<file path="config.mk">
export PLATFORM = sky130hd
export DESIGN_NAME = tsq_front
export DESIGN_NICKNAME = d
export VERILOG_FILES = /design/src/hdl/tsq_pkg.sv /design/src/hdl/tsq_front.sv
export SDC_FILE = /design/constraint.sdc
export NUM_CORES = 1
export LEC_CHECK = 0
export ABC_AREA = 1
export BUFFER_PORTS_ARGS = -buffer_cell sky130_fd_sc_hd__buf_2
export CORE_MARGIN = 2
export CORE_UTILIZATION = 45
export CTS_CLUSTER_DIAMETER = 100
export DETAILED_ROUTE_END_ITERATION = 6
export GPL_ROUTABILITY_DRIVEN = 1
export HOLD_SLACK_MARGIN = 0.12
export PLACE_DENSITY_LB_ADDON = 0.05
export SLEW_MARGIN = 20
export SYNTH_ARGS = -nofsm -noshare
export SYNTH_HDL_FRONTEND = slang
export SYNTH_SLANG_ARGS = --single-unit
</file>
<file path="constraint.sdc">
create_clock -name clk -period 3.55 [get_ports clk]
set_input_delay 0.1775 -clock clk [delete_from_list [all_inputs] [get_ports clk]]
set_output_delay 0.1775 -clock clk [all_outputs]
set_load 0.01 [all_outputs]
</file>
<file path="src/hdl/tsq_pkg.sv">
// Shared types, codes and helpers for the tone sequencer.
`timescale 1ns / 1ps
package tsq_pkg;

  localparam int TABLE_DEPTH = 256;
  localparam int TBL_AW      = (TABLE_DEPTH > 2) ? $clog2(TABLE_DEPTH) : 1;
  localparam int NOTE_DEPTH  = 3 * TABLE_DEPTH;
  localparam int NOTE_AW     = $clog2(NOTE_DEPTH);
  localparam logic [8:0] TD_LEN = 9'(TABLE_DEPTH);

  // command codes on the input channel
  localparam logic [2:0] CMD_TICK   = 3'd0;
  localparam logic [2:0] CMD_START  = 3'd1;
  localparam logic [2:0] CMD_PAUSE  = 3'd2;
  localparam logic [2:0] CMD_RESUME = 3'd3;
  localparam logic [2:0] CMD_CLAIM  = 3'd4;
  localparam logic [2:0] CMD_LOAD   = 3'd5;

  localparam logic [1:0] CH_MELODY  = 2'd0;
  localparam logic [1:0] CH_HARMONY = 2'd1;
  localparam logic [1:0] CH_BASS    = 2'd2;
  localparam logic [1:0] CH_DRUM    = 2'd3;

  localparam logic [1:0] ACT_START   = 2'd0;
  localparam logic [1:0] ACT_SILENCE = 2'd1;
  localparam logic [1:0] ACT_DRUM    = 2'd2;

  localparam logic [2:0] REG_CH1_LEN  = 3'd0;
  localparam logic [2:0] REG_CH1_LOOP = 3'd1;
  localparam logic [2:0] REG_CH2_LEN  = 3'd2;
  localparam logic [2:0] REG_CH3_LEN  = 3'd3;
  localparam logic [2:0] REG_DRUM_LEN = 3'd4;
  localparam logic [2:0] REG_REST     = 3'd5;

  typedef struct packed {
    logic [2:0]  op;
    logic [1:0]  chan;
    logic [7:0]  frames;
    logic [7:0]  eidx;
    logic [7:0]  dur;
    logic [15:0] pitch;
    logic [7:0]  env;
    logic [7:0]  noise;
  } qitem_t;

  typedef struct packed {
    logic [1:0]  chan;
    logic [1:0]  action;
    logic [10:0] pitch;
    logic [7:0]  env;
    logic [7:0]  noise;
  } result_t;

  typedef struct packed {
    logic busy;
    logic hold_v;
  } eng_stat_t;

  // table length clipped to the table depth
  function automatic logic [8:0] eff_len(input logic [7:0] len);
    logic [8:0] l9;
    l9 = {1'b0, len};
    return (l9 > TD_LEN) ? TD_LEN : l9;
  endfunction

  // flat address of a pitched-channel entry
  function automatic logic [NOTE_AW-1:0] note_addr(input logic [1:0] ch,
                                                   input logic [7:0] idx);
    return NOTE_AW'(ch) * NOTE_AW'(TABLE_DEPTH) + NOTE_AW'(idx[TBL_AW-1:0]);
  endfunction

endpackage

</file>
<file path="src/hdl/tsq_front.sv">
// Front end: takes input transactions, drops no-op commands, queues the rest.
`timescale 1ns / 1ps
module tsq_front import tsq_pkg::*; (
  input  logic        clk,
  input  logic        rst_n,
  input  logic        in_tvalid,
  output logic        in_tready,
  input  logic [55:0] in_tdata,
  input  logic [4:0]  in_tuser,
  output logic        q_valid,
  output qitem_t      q_item,
  input  logic        q_pop
);

  localparam int Q_DEPTH = 2;
  localparam int Q_AW    = $clog2(Q_DEPTH);
  localparam int Q_CW    = $clog2(Q_DEPTH + 1);

  qitem_t            fifo_r [Q_DEPTH];
  logic [Q_AW-1:0]   wr_ptr_r, wr_ptr_nxt;
  logic [Q_AW-1:0]   rd_ptr_r, rd_ptr_nxt;
  logic [Q_CW-1:0]   cnt_r, cnt_nxt;
  qitem_t            item;
  logic              keep;
  logic              push;

  always_comb begin
    item.op     = in_tuser[2:0];
    item.chan   = in_tuser[4:3];
    item.frames = in_tdata[7:0];
    item.eidx   = in_tdata[15:8];
    item.dur    = in_tdata[23:16];
    item.pitch  = in_tdata[39:24];
    item.env    = in_tdata[47:40];
    item.noise  = in_tdata[55:48];
  end

  // commands that change nothing never reach the back end
  always_comb begin
    unique case (item.op)
      CMD_TICK, CMD_START, CMD_PAUSE, CMD_RESUME: keep = 1'b1;
      CMD_CLAIM: keep = (item.chan != CH_BASS);
      CMD_LOAD:  keep = ({1'b0, item.eidx} < TD_LEN);
      default:   keep = 1'b0;
    endcase
  end

  assign in_tready = (cnt_r != Q_CW'(Q_DEPTH));
  assign push      = in_tvalid && in_tready && keep;
  assign q_valid   = (cnt_r != '0);
  assign q_item    = fifo_r[rd_ptr_r];

  always_comb begin
    wr_ptr_nxt = push  ? Q_AW'(wr_ptr_r + 1'b1) : wr_ptr_r;
    rd_ptr_nxt = q_pop ? Q_AW'(rd_ptr_r + 1'b1) : rd_ptr_r;
    cnt_nxt    = Q_CW'(cnt_r + Q_CW'(push) - Q_CW'(q_pop));
  end

  always_ff @(posedge clk) begin
    if (!rst_n) begin
      wr_ptr_r <= '0;
      rd_ptr_r <= '0;
      cnt_r    <= '0;
    end else begin
      wr_ptr_r <= wr_ptr_nxt;
      rd_ptr_r <= rd_ptr_nxt;
      cnt_r    <= cnt_nxt;
    end
  end

  always_ff @(posedge clk) begin
    if (push) begin
      fifo_r[wr_ptr_r] <= item;
    end
  end

endmodule

</file>
==> results.sh <==
export IMPL_status="completed"
export IMPL_fin_crit_ns=2.32
export IMPL_clock_root_buffer="clkbuf_8"
export IMPL_worst_path_max_fanout=25
export IMPL_fmax_ghz=0.431
export IMPL_cts_num_sinks=127
export IMPL_grt_pass1_vias=2770
export IMPL_layout_nets=500
export IMPL_endpoint_kind="primary output"
export IMPL_die_h_microns=109
export IMPL_m1WireLength_microns=3800
export IMPL_min_path_type="input pin to register"
export IMPL_vias=2683
export IMPL_tritoncts="yes"
export IMPL_synthCells=227
export IMPL_synthesis_nets=294
export IMPL_power_density_nw_per_um2=568
export IMPL_routabilityCongestion=0.678
export IMPL_routed_wl_microns=8750
export IMPL_routedWlPerCell_microns=14.9
export IMPL_ios=128
export IMPL_required_ns=3.37
export IMPL_worst_pin_slew_ns=0.644
export IMPL_synth_seq_area_share=0.758
export IMPL_postCtsSetupBuffers=0
export IMPL_drive_gt1_frac=0.504
export IMPL_critical_path_class="register to primary output"
export IMPL_dp_hpwl_microns=5420
export IMPL_rsz0062_at_grt="no"
export IMPL_cts_reportedPaths_clkPinSlew_ns=0.06
export IMPL_skew_ns=0.00747
export IMPL_synth_distinct_cells=16
export IMPL_syn_area_per_cell_sq_um=21.9
export IMPL_hold_ws_ns=0.201
export IMPL_die_area_sq_um=11900
export IMPL_grt_overflow=0
export IMPL_grt_max_degree=54
export IMPL_grt_pass1_wl_microns=13200
export IMPL_clock_path_buffers=2
export IMPL_power_w=0.00393
export IMPL_drc=0
export IMPL_arrival_ns=2.14
export IMPL_post_route_util=0.642
export IMPL_slew_violations=0
export IMPL_row_count=38
export IMPL_n_fill_cell=790
export IMPL_initial_utilization=0.460
export IMPL_mostFrequentLayoutCells="buf_2 (127), edfxtp_1 (122), dlygate4sd3_1 (63), mux2_4 (60), clkbuf_16 (16)"
export IMPL_ir_drop_v=0.000398
export IMPL_worst_slew_margin_rel=0.570
export IMPL_worstHoldStart="in_tvalid"
export IMPL_met2WireLength_microns=4290
export IMPL_power_leakage_nw=2.79
export IMPL_core_area_sq_um=10800
export IMPL_ant_nets=0
export IMPL_cp_start_kind="register"
export IMPL_cts_resized=0
export IMPL_routed_top_layer="met4"
export IMPL_clock_latency_ns=0.50
export IMPL_syn_area_sq_um=4970
export IMPL_final_setup_tns_ns=0
export IMPL_antenna_cells=0
export IMPL_setup_violations=0
export IMPL_fin_crit_sh=0.653
export IMPL_r2r_start="cnt_r[0]"
export IMPL_ys_ff_latch=127
export IMPL_viasPerCell=4.58
export IMPL_hold_buffers=63
export IMPL_drtIter0Drc=129
export IMPL_cts_buffers=17
export IMPL_area_delta_synth_final_pct=39.4
export IMPL_antenna_found_initial=0
export IMPL_hold_viol=0
export IMPL_final_common_cell="buf_2"
export IMPL_portBuffers=127
export IMPL_synth_warnings=0
export IMPL_cap_viol_max_count=0
export IMPL_dr_wl_met3_microns=555
export IMPL_htree_levels=4
export IMPL_drt_pass1_iterations=4
export IMPL_track_usage=0.153
export IMPL_die_x_microns=109
## worst max-delay path, stage by stage (launching register included)
cell,delay [ns]
dfxtp_4,0.65
buf_4,0.47
mux2_4,0.35
buf_2,0.14
## synthesized netlist by cell type (all sizes together)
| cell type | instances | area (sq um) |
|---|---|---|
| nor2 | 6 | 22.5 |
| a21boi | 2 | 15.0 |
| nand3 | 2 | 10.0 |
| ha | 2 | 25.0 |
| a21oi | 2 | 10.0 |
| buf | 7 | 131 |
| mux2 | 61 | 912 |
| edfxtp | 122 | 3660 |
| xnor2 | 1 | 8.76 |
| inv | 7 | 26.3 |
| o21ai | 1 | 5.00 |
| nand2 | 8 | 30.0 |
| dfxtp | 5 | 100 |
| or2 | 1 | 6.26 |
## logic make-up (layout without fill, tap and decap cells)
group / after synthesis / count (layout) / share of synthesized area
mux: 61 / 61 / 0.184
fa+ha+maj: 2 / 2 / 0.00504
xor+xnor: 1 / 1 / 0.00176
compound gates: 5 / 5 / 0.00605
simple gates: 17 / 17 / 0.0139
buf+inv: 14 / 233 / 0.0317
flops: 127 / 127 / 0.758
## cell type report
type,instances,area (sq um),share of cell area
flip-flops and latches,127,3770,0.544
inverters,7,26.3,0.00379
clock buffers,17,414,0.0598
well taps,140,175,0.0253
multi-input cells,86,1050,0.152
repair buffers,194,1320,0.191
clock inverters,15,168,0.0242
## path summary, 6_finish.rpt
| check | endpoint | slack (ns) | depth (start not counted) |
|---|---|---|---|
| setup / recovery | q_item[29] | 1.23 | 3 |
| hold / removal | wr_ptr_r | 0.20 | 4 |
| setup reg to reg | fifo_r[1][55] | 1.55 | 5 |
| hold reg to reg | rd_ptr_r | 0.49 | 2 |
## per-layer routing
layer	vias to the layer above	GRT usage
met4	0	0.0659
met2	86	0.249
met3	10	0.0496
met1	1294	0.186
li1	1293	-
met5	-	0
## where the power goes
part           internal (W)  leakage, nW  switching, W
Sequential          0.00176         1.16     0.0000373
Clock               0.00106        0.273      0.000610
Combinational      0.000254         1.35      0.000208
## flip-flops by register name (all words and copies together) (netlist names), named ones only
| signal | flops |
|---|---|
| cnt_r | 2 |
| fifo_r | 122 |
| rd_ptr_r | 1 |
| wr_ptr_r | 1 |
## through the flow
step           cells  setup WS [ns]  instance area (sq um)
6_report         586           1.23                   6920
5_1_grt          586           1.12                   6920
4_1_cts          586           1.18                   6920
3_5_place_dp     491           1.51                   5710
3_3_place_gp     491           1.54                   5710
2_1_floorplan    227          0.794                   4970
Note: power is estimated with default switching activity, not from simulation.
